### src/design/tsp_pkg.sv
`default_nettype none

package tsp_pkg;

  localparam int unsigned STEP_WIDTH      = 7;
  localparam int unsigned VALUE_WIDTH     = 14;
  localparam int unsigned TICKS_WIDTH     = 16;
  localparam int unsigned TEMP_WIDTH      = 14;
  localparam int unsigned OP_WIDTH        = 2;
  localparam int unsigned CFG_INDEX_WIDTH = 2;
  localparam int unsigned CFG_DATA_WIDTH  = 16;
  localparam int unsigned SEL_WIDTH       = 3;
  localparam int unsigned DATA_WIDTH      = 8;

  localparam int unsigned DIGIT_COUNT     = 4;
  localparam int unsigned DIGIT_IDX_WIDTH = $clog2(DIGIT_COUNT);
  localparam int unsigned POINT_DIGIT     = 3;
  localparam logic [DATA_WIDTH-1:0] POINT_BIT = 8'h80;

  localparam int unsigned SET_POINT_RESET     = 236;
  localparam int unsigned QUEUE_DEPTH_DEFAULT = 4;

  localparam logic [STEP_WIDTH-1:0]  STEP_SIZE_RESET = 7'd10;
  localparam logic [VALUE_WIDTH-1:0] LIMIT_RESET     = 14'd1000;
  localparam logic [TICKS_WIDTH-1:0] TICKS_RESET     = 16'd5000;

  // Exact reciprocals for any 14-bit value: floor(v * MULT / 2**SHIFT) == v / divisor.
  localparam logic [31:0] DIV1000_MULT  = 32'd16778;
  localparam int unsigned DIV1000_SHIFT = 24;
  localparam logic [31:0] DIV100_MULT   = 32'd20972;
  localparam int unsigned DIV100_SHIFT  = 21;
  localparam logic [31:0] DIV10_MULT    = 32'd13108;
  localparam int unsigned DIV10_SHIFT   = 17;

  localparam int unsigned Q1000_WIDTH = 5;
  localparam int unsigned Q100_WIDTH  = 8;
  localparam int unsigned Q10_WIDTH   = 11;

  localparam logic [OP_WIDTH-1:0] OP_TICK    = 2'd0;
  localparam logic [OP_WIDTH-1:0] OP_BUTTON  = 2'd1;
  localparam logic [OP_WIDTH-1:0] OP_ENCODER = 2'd2;

  localparam logic [CFG_INDEX_WIDTH-1:0] REG_STEP_SIZE       = 2'd0;
  localparam logic [CFG_INDEX_WIDTH-1:0] REG_SET_POINT_LIMIT = 2'd1;
  localparam logic [CFG_INDEX_WIDTH-1:0] REG_DEBOUNCE_TICKS  = 2'd2;

  typedef struct packed {
    logic                   display;
    logic [VALUE_WIDTH-1:0] value;
    logic                   heater;
    logic                   edit;
  } entry_t;

endpackage

`default_nettype wire

### src/design/tsp_front.sv
`default_nettype none

module tsp_front #(
  parameter int unsigned INITIAL_SET_POINT = tsp_pkg::SET_POINT_RESET
) (
  input  logic                                 clk,
  input  logic                                 rst,
  input  logic                                 cfg_write,
  input  logic [tsp_pkg::CFG_INDEX_WIDTH-1:0]  cfg_index,
  input  logic [tsp_pkg::CFG_DATA_WIDTH-1:0]   cfg_data,
  input  logic                                 in_valid,
  output logic                                 in_stall,
  input  logic [tsp_pkg::OP_WIDTH-1:0]         operation,
  input  logic                                 button_low,
  input  logic                                 encoder_a_low,
  input  logic                                 encoder_b_low,
  input  logic [tsp_pkg::TEMP_WIDTH-1:0]       temperature,
  output logic                                 push,
  output tsp_pkg::entry_t                      push_entry,
  input  logic                                 queue_full
);
  import tsp_pkg::*;

  logic [STEP_WIDTH-1:0]  step_size;
  logic [VALUE_WIDTH-1:0] set_point_limit;
  logic [TICKS_WIDTH-1:0] debounce_ticks;

  logic [VALUE_WIDTH-1:0] target_value, target_value_next;
  logic                   edit_mode, edit_mode_next;
  logic [TICKS_WIDTH-1:0] debounce_count, debounce_count_next;
  logic                   debounce_busy, debounce_busy_next;
  logic                   heater_state, heater_state_next;

  logic                   accept;
  logic                   display;
  logic [VALUE_WIDTH:0]   sum_up;
  logic [VALUE_WIDTH-1:0] step_ext;
  logic [VALUE_WIDTH-1:0] moved;

  assign in_stall = queue_full;
  assign accept   = in_valid && !queue_full;
  assign step_ext = {{(VALUE_WIDTH - STEP_WIDTH){1'b0}}, step_size};
  assign sum_up   = {1'b0, target_value} + {1'b0, step_ext};

  always_comb begin
    moved = target_value;
    if (encoder_a_low) begin
      moved = (target_value > step_ext) ? target_value - step_ext : '0;
    end else if (encoder_b_low) begin
      moved = (sum_up > {1'b0, set_point_limit}) ? set_point_limit
                                                 : sum_up[VALUE_WIDTH-1:0];
    end
  end

  always_comb begin
    target_value_next   = target_value;
    edit_mode_next      = edit_mode;
    debounce_count_next = debounce_count;
    debounce_busy_next  = debounce_busy;
    heater_state_next   = heater_state;
    display             = 1'b0;
    case (operation)
      OP_TICK: begin
        if (debounce_busy) begin
          if (debounce_count <= TICKS_WIDTH'(1)) begin
            debounce_count_next = '0;
            debounce_busy_next  = 1'b0;
            if (button_low) begin
              edit_mode_next    = !edit_mode;
              heater_state_next = edit_mode ? (temperature < target_value) : 1'b0;
            end
          end else begin
            debounce_count_next = debounce_count - TICKS_WIDTH'(1);
          end
        end
      end
      OP_BUTTON: begin
        if (!debounce_busy) begin
          debounce_busy_next  = 1'b1;
          debounce_count_next = debounce_ticks;
          display             = 1'b1;
        end
      end
      OP_ENCODER: begin
        if (edit_mode) begin
          target_value_next = moved;
        end
        display = 1'b1;
      end
      default: begin
      end
    endcase
    if (display && (target_value_next > set_point_limit)) begin
      target_value_next = set_point_limit;
    end
  end

  assign push               = accept;
  assign push_entry.display = display;
  assign push_entry.value   = target_value_next;
  assign push_entry.heater  = heater_state_next;
  assign push_entry.edit    = edit_mode_next;

  always_ff @(posedge clk) begin
    if (rst) begin
      step_size       <= STEP_SIZE_RESET;
      set_point_limit <= LIMIT_RESET;
      debounce_ticks  <= TICKS_RESET;
    end else if (cfg_write) begin
      case (cfg_index)
        REG_STEP_SIZE:       step_size       <= cfg_data[STEP_WIDTH-1:0];
        REG_SET_POINT_LIMIT: set_point_limit <= cfg_data[VALUE_WIDTH-1:0];
        REG_DEBOUNCE_TICKS:  debounce_ticks  <= cfg_data[TICKS_WIDTH-1:0];
        default: begin
        end
      endcase
    end
  end

  always_ff @(posedge clk) begin
    if (rst) begin
      target_value   <= VALUE_WIDTH'(INITIAL_SET_POINT);
      edit_mode      <= 1'b0;
      debounce_count <= '0;
      debounce_busy  <= 1'b0;
      heater_state   <= 1'b0;
    end else if (accept) begin
      target_value   <= target_value_next;
      edit_mode      <= edit_mode_next;
      debounce_count <= debounce_count_next;
      debounce_busy  <= debounce_busy_next;
      heater_state   <= heater_state_next;
    end
  end

  a_idle_count_zero: assert property (@(posedge clk) disable iff (rst)
    !debounce_busy |-> (debounce_count == '0))
    else $error("Debounce count is nonzero while no countdown runs.");

  a_edit_heater_off: assert property (@(posedge clk) disable iff (rst)
    edit_mode |-> !heater_state)
    else $error("Heater is on in edit mode.");

endmodule

`default_nettype wire

### src/design/tsp_queue.sv
`default_nettype none

module tsp_queue #(
  parameter int unsigned DEPTH = tsp_pkg::QUEUE_DEPTH_DEFAULT
) (
  input  logic            clk,
  input  logic            rst,
  input  logic            push,
  input  tsp_pkg::entry_t push_entry,
  output logic            full,
  input  logic            pop,
  output tsp_pkg::entry_t pop_entry,
  output logic            empty
);
  import tsp_pkg::*;

  localparam int unsigned IndexWidth = (DEPTH > 1) ? $clog2(DEPTH) : 1;
  localparam int unsigned CountWidth = $clog2(DEPTH + 1);

  entry_t                slots [DEPTH];
  logic [IndexWidth-1:0] head;
  logic [IndexWidth-1:0] tail;
  logic [CountWidth-1:0] count;
  logic                  do_push;
  logic                  do_pop;

  assign full      = (count == CountWidth'(DEPTH));
  assign empty     = (count == '0);
  assign do_push   = push && !full;
  assign do_pop    = pop && !empty;
  assign pop_entry = slots[head];

  always_ff @(posedge clk) begin
    if (do_push) begin
      slots[tail] <= push_entry;
    end
  end

  always_ff @(posedge clk) begin
    if (rst) begin
      head  <= '0;
      tail  <= '0;
      count <= '0;
    end else begin
      if (do_push) begin
        tail <= (tail == IndexWidth'(DEPTH - 1)) ? '0 : tail + IndexWidth'(1);
      end
      if (do_pop) begin
        head <= (head == IndexWidth'(DEPTH - 1)) ? '0 : head + IndexWidth'(1);
      end
      if (do_push && !do_pop) begin
        count <= count + CountWidth'(1);
      end else if (do_pop && !do_push) begin
        count <= count - CountWidth'(1);
      end
    end
  end

  a_count_bound: assert property (@(posedge clk) disable iff (rst)
    count <= CountWidth'(DEPTH))
    else $error("Queue count exceeds its depth.");

  a_pop_not_empty: assert property (@(posedge clk) disable iff (rst)
    pop |-> !empty)
    else $error("Word popped from an empty queue.");

endmodule

`default_nettype wire

### src/design/tsp_back.sv
`default_nettype none

module tsp_back (
  input  logic                            clk,
  input  logic                            rst,
  input  tsp_pkg::entry_t                 pop_entry,
  input  logic                            queue_empty,
  output logic                            pop,
  output logic                            out_valid,
  input  logic                            out_stall,
  output logic                            word_valid,
  output logic [tsp_pkg::SEL_WIDTH-1:0]   digit_select,
  output logic [tsp_pkg::DATA_WIDTH-1:0]  digit_data,
  output logic                            heater_on,
  output logic                            edit_lamp,
  output logic                            last_word
);
  import tsp_pkg::*;

  entry_t                     conv_entry;
  logic                       conv_valid;
  logic [Q1000_WIDTH-1:0]     q1000;
  logic [Q100_WIDTH-1:0]      q100;
  logic [Q10_WIDTH-1:0]       q10;
  logic [DIGIT_IDX_WIDTH-1:0] idx;

  logic [31:0]                prod1000;
  logic [31:0]                prod100;
  logic [31:0]                prod10;
  logic [VALUE_WIDTH-1:0]     digit;
  logic [DATA_WIDTH-1:0]      data_word;
  logic                       conv_last;
  logic                       out_load;

  assign prod1000 = 32'(pop_entry.value) * DIV1000_MULT;
  assign prod100  = 32'(pop_entry.value) * DIV100_MULT;
  assign prod10   = 32'(pop_entry.value) * DIV10_MULT;

  assign conv_last = !conv_entry.display || (idx == DIGIT_IDX_WIDTH'(DIGIT_COUNT - 1));
  assign out_load  = conv_valid && (!out_valid || !out_stall);
  assign pop       = !queue_empty && (!conv_valid || (out_load && conv_last));

  always_comb begin
    case (idx)
      2'd0:    digit = VALUE_WIDTH'(q1000);
      2'd1:    digit = VALUE_WIDTH'(q100) - VALUE_WIDTH'(q1000) * VALUE_WIDTH'(10);
      2'd2:    digit = VALUE_WIDTH'(q10) - VALUE_WIDTH'(q100) * VALUE_WIDTH'(10);
      default: digit = conv_entry.value - VALUE_WIDTH'(q10) * VALUE_WIDTH'(10);
    endcase
    data_word = digit[DATA_WIDTH-1:0];
    if (idx == DIGIT_IDX_WIDTH'(POINT_DIGIT - 1)) begin
      data_word = data_word | POINT_BIT;
    end
  end

  always_ff @(posedge clk) begin
    if (pop) begin
      conv_entry <= pop_entry;
      q1000      <= prod1000[DIV1000_SHIFT +: Q1000_WIDTH];
      q100       <= prod100[DIV100_SHIFT +: Q100_WIDTH];
      q10        <= prod10[DIV10_SHIFT +: Q10_WIDTH];
    end
  end

  always_ff @(posedge clk) begin
    if (rst) begin
      conv_valid <= 1'b0;
      idx        <= '0;
    end else begin
      if (pop) begin
        conv_valid <= 1'b1;
      end else if (out_load && conv_last) begin
        conv_valid <= 1'b0;
      end
      if (out_load) begin
        idx <= conv_last ? '0 : idx + DIGIT_IDX_WIDTH'(1);
      end
    end
  end

  always_ff @(posedge clk) begin
    if (rst) begin
      out_valid <= 1'b0;
    end else if (out_load) begin
      out_valid <= 1'b1;
    end else if (!out_stall) begin
      out_valid <= 1'b0;
    end
  end

  always_ff @(posedge clk) begin
    if (out_load) begin
      word_valid   <= conv_entry.display;
      digit_select <= conv_entry.display ? SEL_WIDTH'(idx) + SEL_WIDTH'(1) : '0;
      digit_data   <= conv_entry.display ? data_word : '0;
      heater_on    <= conv_entry.heater;
      edit_lamp    <= conv_entry.edit;
      last_word    <= conv_last;
    end
  end

  a_status_single: assert property (@(posedge clk) disable iff (rst)
    (out_valid && !word_valid) |-> (last_word && (digit_select == '0)))
    else $error("Status word is not a single last word.");

  a_last_is_units: assert property (@(posedge clk) disable iff (rst)
    (out_valid && word_valid && last_word) |-> (digit_select == SEL_WIDTH'(DIGIT_COUNT)))
    else $error("Display sequence ends before the units digit.");

  a_point_on_tens: assert property (@(posedge clk) disable iff (rst)
    (out_valid && word_valid && (digit_select == SEL_WIDTH'(POINT_DIGIT)))
      |-> digit_data[DATA_WIDTH-1])
    else $error("Decimal point missing on the tens digit.");

endmodule

`default_nettype wire

### src/design/thermostat_setpoint_panel.sv
// Channel  Direction  Handshake                 Payload
// in       input      in_valid / in_stall       operation, button_low, encoder_a_low,
//                                               encoder_b_low, temperature
// out      output     out_valid / out_stall     word_valid, digit_select, digit_data,
//                                               heater_on, edit_lamp, last_word
// cfg      input      cfg_write                 cfg_index, cfg_data
//
// A button event that starts a debounce or an encoder event yields four output
// words, one per cycle while out_stall is low; any other event yields one status
// word. The output word register sets this pace. An event is taken every cycle
// while the event queue has room; its words pass the queue slot, the conversion
// register and the output word register. Synchronous reset loads the register
// reset values and the initial set point and empties the queue. A stall on the
// output holds the word; the queue then fills and in_stall rises.
`default_nettype none

module thermostat_setpoint_panel #(
  parameter int unsigned INITIAL_SET_POINT = tsp_pkg::SET_POINT_RESET,
  parameter int unsigned QUEUE_DEPTH       = tsp_pkg::QUEUE_DEPTH_DEFAULT
) (
  input  logic                                 clk,
  input  logic                                 rst,
  input  logic                                 cfg_write,
  input  logic [tsp_pkg::CFG_INDEX_WIDTH-1:0]  cfg_index,
  input  logic [tsp_pkg::CFG_DATA_WIDTH-1:0]   cfg_data,
  input  logic                                 in_valid,
  output logic                                 in_stall,
  input  logic [tsp_pkg::OP_WIDTH-1:0]         operation,
  input  logic                                 button_low,
  input  logic                                 encoder_a_low,
  input  logic                                 encoder_b_low,
  input  logic [tsp_pkg::TEMP_WIDTH-1:0]       temperature,
  output logic                                 out_valid,
  input  logic                                 out_stall,
  output logic                                 word_valid,
  output logic [tsp_pkg::SEL_WIDTH-1:0]        digit_select,
  output logic [tsp_pkg::DATA_WIDTH-1:0]       digit_data,
  output logic                                 heater_on,
  output logic                                 edit_lamp,
  output logic                                 last_word
);
  import tsp_pkg::*;

  logic   push;
  entry_t push_entry;
  logic   queue_full;
  logic   pop;
  entry_t pop_entry;
  logic   queue_empty;

  tsp_front #(
    .INITIAL_SET_POINT(INITIAL_SET_POINT)
  ) u_front (
    .clk          (clk),
    .rst          (rst),
    .cfg_write    (cfg_write),
    .cfg_index    (cfg_index),
    .cfg_data     (cfg_data),
    .in_valid     (in_valid),
    .in_stall     (in_stall),
    .operation    (operation),
    .button_low   (button_low),
    .encoder_a_low(encoder_a_low),
    .encoder_b_low(encoder_b_low),
    .temperature  (temperature),
    .push         (push),
    .push_entry   (push_entry),
    .queue_full   (queue_full)
  );

  tsp_queue #(
    .DEPTH(QUEUE_DEPTH)
  ) u_queue (
    .clk       (clk),
    .rst       (rst),
    .push      (push),
    .push_entry(push_entry),
    .full      (queue_full),
    .pop       (pop),
    .pop_entry (pop_entry),
    .empty     (queue_empty)
  );

  tsp_back u_back (
    .clk         (clk),
    .rst         (rst),
    .pop_entry   (pop_entry),
    .queue_empty (queue_empty),
    .pop         (pop),
    .out_valid   (out_valid),
    .out_stall   (out_stall),
    .word_valid  (word_valid),
    .digit_select(digit_select),
    .digit_data  (digit_data),
    .heater_on   (heater_on),
    .edit_lamp   (edit_lamp),
    .last_word   (last_word)
  );

endmodule

`default_nettype wire

### config.mk
export PLATFORM = sky130hd
export DESIGN_NAME = thermostat_setpoint_panel
export DESIGN_NICKNAME = d
export VERILOG_FILES = /design/src/design/tsp_pkg.sv /design/src/design/tsp_front.sv /design/src/design/tsp_queue.sv /design/src/design/tsp_back.sv /design/src/design/thermostat_setpoint_panel.sv
export SDC_FILE = /design/constraint.sdc
export NUM_CORES = 1
export LEC_CHECK = 0
export ABC_AREA = 1
export BUFFER_PORTS_ARGS = -buffer_cell sky130_fd_sc_hd__buf_2
export CORE_MARGIN = 2
export CORE_UTILIZATION = 45
export CTS_CLUSTER_SIZE = 16
export DETAILED_ROUTE_END_ITERATION = 8
export MAX_ROUTING_LAYER = met4
export PLACE_DENSITY = 0.7
export SETUP_SLACK_MARGIN = 0.3
export SLEW_MARGIN = 30
export SYNTH_ARGS = -nofsm -noshare
export SYNTH_HDL_FRONTEND = slang
export SYNTH_SLANG_ARGS = --single-unit
### constraint.sdc
create_clock -name clk -period 18.6 [get_ports clk]
set_input_delay 0.93 -clock clk [delete_from_list [all_inputs] [get_ports clk]]
set_output_delay 0.93 -clock clk [all_outputs]
set_load 0.005 [all_outputs]
==> impl_metrics.json <==
{
  "outcome": "finished, final reports clean",
  "fp-row-count": 75,
  "relSlewSlack_pct": 38.9,
  "start_kind": "flip-flop",
  "wl_um": 47500,
  "finalHoldViolCount": 0,
  "reg2reg_slack_ps": 11890,
  "final_common_cell": "inv_1",
  "initial_core_util_pct": 45.8,
  "syn_nets": 2726,
  "yosys.area_share.simple_pct": 13.9,
  "r2r-end": "u_back.q1000[3]",
  "synthAdderAreaFrac_pct": 36.5,
  "insertion_delay_ps": 440,
  "cts_setup_buffers": 0,
  "grt_pass1_vias": 15100,
  "area_growth_pct": 7.67,
  "vias": 15000,
  "finClkSkew_ps": 7.81,
  "seq_area_frac_synth_pct": 26.3,
  "setup_viol": 0,
  "cts_sinks": 197,
  "hold_path_depth": 0,
  "syn_inst": 2206,
  "clkTransAtPathRegs_ps": 70,
  "muxShareOfSynthArea_pct": 0,
  "synth-seq-cells": 197,
  "regArea_um2": 5080,
  "drt_iter0_drc": 1217,
  "cts-root-buf": "clkbuf_16",
  "die_area_um2": 44600,
  "fin_tns_setup_ps": 0,
  "h-tree-depth": 4,
  "maxSlewViolCount": 0,
  "gp_congestion": 1.01,
  "io_buffer_count": 58,
  "synth_top_family_by_area": "adder cells",
  "boundaryPins": 59,
  "hp-start": "u_back.conv_entry[0]",
  "synth-edff-count": 114,
  "r2r_cells": 19,
  "die_w_um": 211,
  "path_class": "reg2reg",
  "cts_tree": "yes",
  "yosys_warnings": 0,
  "antenna_cells_inserted": 0,
  "grt_pass1_wl_um": 77400,
  "post_cts_resized": 0,
  "grt.overflow.total": 0,
  "cts_inserted_buffers": 17,
  "synth_area_um2": 19300,
  "dr.pass1.iters": 7,
  "drc": 0,
  "cp_max_fo": 30,
  "nets": 2776,
  "coreArea_um2": 42100,
  "mostFrequentLayoutCells": "inv_1 (404), nand2_1 (350), ha_1 (335)",
  "synth_ff_type": "edfxtp_1",
  "setup.worst_path.end_class": "flip-flop",
  "avgRoutedWirePerCell_um": 16.9,
  "track_usage_pct": 22.7,
  "cp.required_ps": 18720,
  "finalCritPeriodShare_pct": 36.1,
  "synth-xor-area-share_pct": 2.36,
  "grt_max_degree": 60,
  "synthArstFlopShare_pct": 0,
  "rsz0062_at_grt": "false",
  "syn_area_per_cell_um2": 8.75,
  "min_to": "u_back.edit_lamp",
  "drtAntennaViolNets": 0,
  "synth_compound_area_share_pct": 11.5,
  "tightest_slew_ps": 914,
  "cap_violations": 0,
  "die_y_um": 211,
  "hold_path.class": "reg2reg",
  "fillCellCount": 3942,
  "grt_antenna_before_repair": 0,
  "avgViaCountPerCell": 5.35,
  "period_needed_ps": 6710,
  "clk_path_buf_depth": 2,
  "ys_types": 60,
  "ctsHoldBuffers": 0,
  "worst_ep_arrival_time_ps": 6830,
  "dpl.hpwl_um": 38000,
  "multi_input_area_um2": 12400,
  "fmaxAchievable_mhz": 149,
  "layout-drive-gt1-share_pct": 7.27
}
routing by layer:
| metal | track usage, % | vias up | part of all wire, % |
|---|---|---|---|
| li1 | - | 7382 | - |
| met1 | 30.5 | 7177 | 46 |
| met4 | 5.71 | 0 | 2.1 |
| met3 | 3.27 | 56 | 6.0 |
| met5 | - | - | 0 |
| met2 | 36.2 | 420 | 46 |
metrics by stage:
step / setup WS, ps / cell area, um2 / hold slack, ps / utilization [%] / cells
2_1_floorplan: 12590 / 19300 / 400 / - / 2206
4_1_cts: 12040 / 20800 / 451 / 49.3 / 2808
5_1_grt: 11440 / 20800 / 465 / 49.3 / 2808
3_3_place_gp: 11970 / 20200 / 419 / 48.0 / 2776
3_5_place_dp: 12110 / 20200 / 436 / 48.0 / 2776
6_report: 11890 / 20800 / 442 / 49.3 / 2808
cell families (layout without fill, tap and decap cells):
family                   after synthesis  after routing
AND/OR/NAND/NOR                      630            630
adder cells (fa/ha/maj)              478            478
buffers and inverters                464            527
AO/OA/AOI/OAI                        385            385
flip-flops                           197            197
XOR/XNOR                              52             52
worst max path at each step:
stage          startpoint               to  cells after the start
2_1_floorplan   flip-flop   u_back.q100[6]                     25
3_3_place_gp    flip-flop  u_back.q1000[3]                     19
3_5_place_dp    flip-flop  u_back.q1000[3]                     20
4_1_cts         flip-flop  u_back.q1000[3]                     19
5_1_grt         flip-flop   u_back.q100[6]                     25
6_report        flip-flop  u_back.q1000[3]                     19
sequential cells by signal (all words and copies together) (netlist names), 2 cells and up, named ones only:
register                 count
u_queue.slots               68
u_front.debounce_count      16
u_front.debounce_ticks      16
u_front.set_point_limit     14
u_front.target_value        14
u_back.conv_entry           11
u_back.digit_data            8
u_back.q100                  8
u_back.q10                   7
u_front.step_size            7
u_back.q1000                 5
u_back.digit_select          3
u_queue.count                3
u_back.idx                   2
u_queue.head                 2
u_queue.tail                 2
critical path, stage by stage, from the launching register on:
cell       delay (ps)
dfxtp_1           420
clkinv_1          740
a21oi_1           410
a32oi_1            80
buf_4             250
ha_1              410
ha_1              310
ha_1              270
inv_1              50
fa_1              510
fa_1              560
inv_1              40
ha_1              280
ha_1              360
a21oi_1           220
nand2_1            80
a211oi_1          180
o21ai_0           130
a2111oi_1         810
xor2_1            260
Yosys cell counts (all sizes together), types with 6 or more instances:
cell type  instances  share of area [%]
inv              412                8.0
nand2            364                7.3
ha               335                 22
a21oi            187                5.0
fa               143                 15
o21ai            118                3.2
nor2             115                2.2
edfxtp           114                 18
nand3             95                2.7
dfxtp             83                8.6
clkbuf            38               0.74
xor2              37                1.7
nor3              22               0.60
xnor2             15               0.68
nand4             14               0.45
a32oi             13               0.59
buf               12               0.45
o211ai            11               0.43
a211oi             8               0.31
or2                8               0.26
a31oi              6               0.19
and2               6               0.19
layout make-up:
| class | count | area share (%) |
|---|---|---|
| Multi-Input combinational cell | 1545 | 59.8 |
| Sequential cell | 197 | 24.5 |
| Inverter | 414 | 7.50 |
| Tap cell | 539 | 3.24 |
| Clock buffer | 25 | 2.39 |
| Timing Repair Buffer | 81 | 2.23 |
| Clock inverter | 7 | 0.337 |
Power is left out: the tool's default activity adds up to more than one toggle a clock period on the data nets, which glitch-free logic cannot reach.
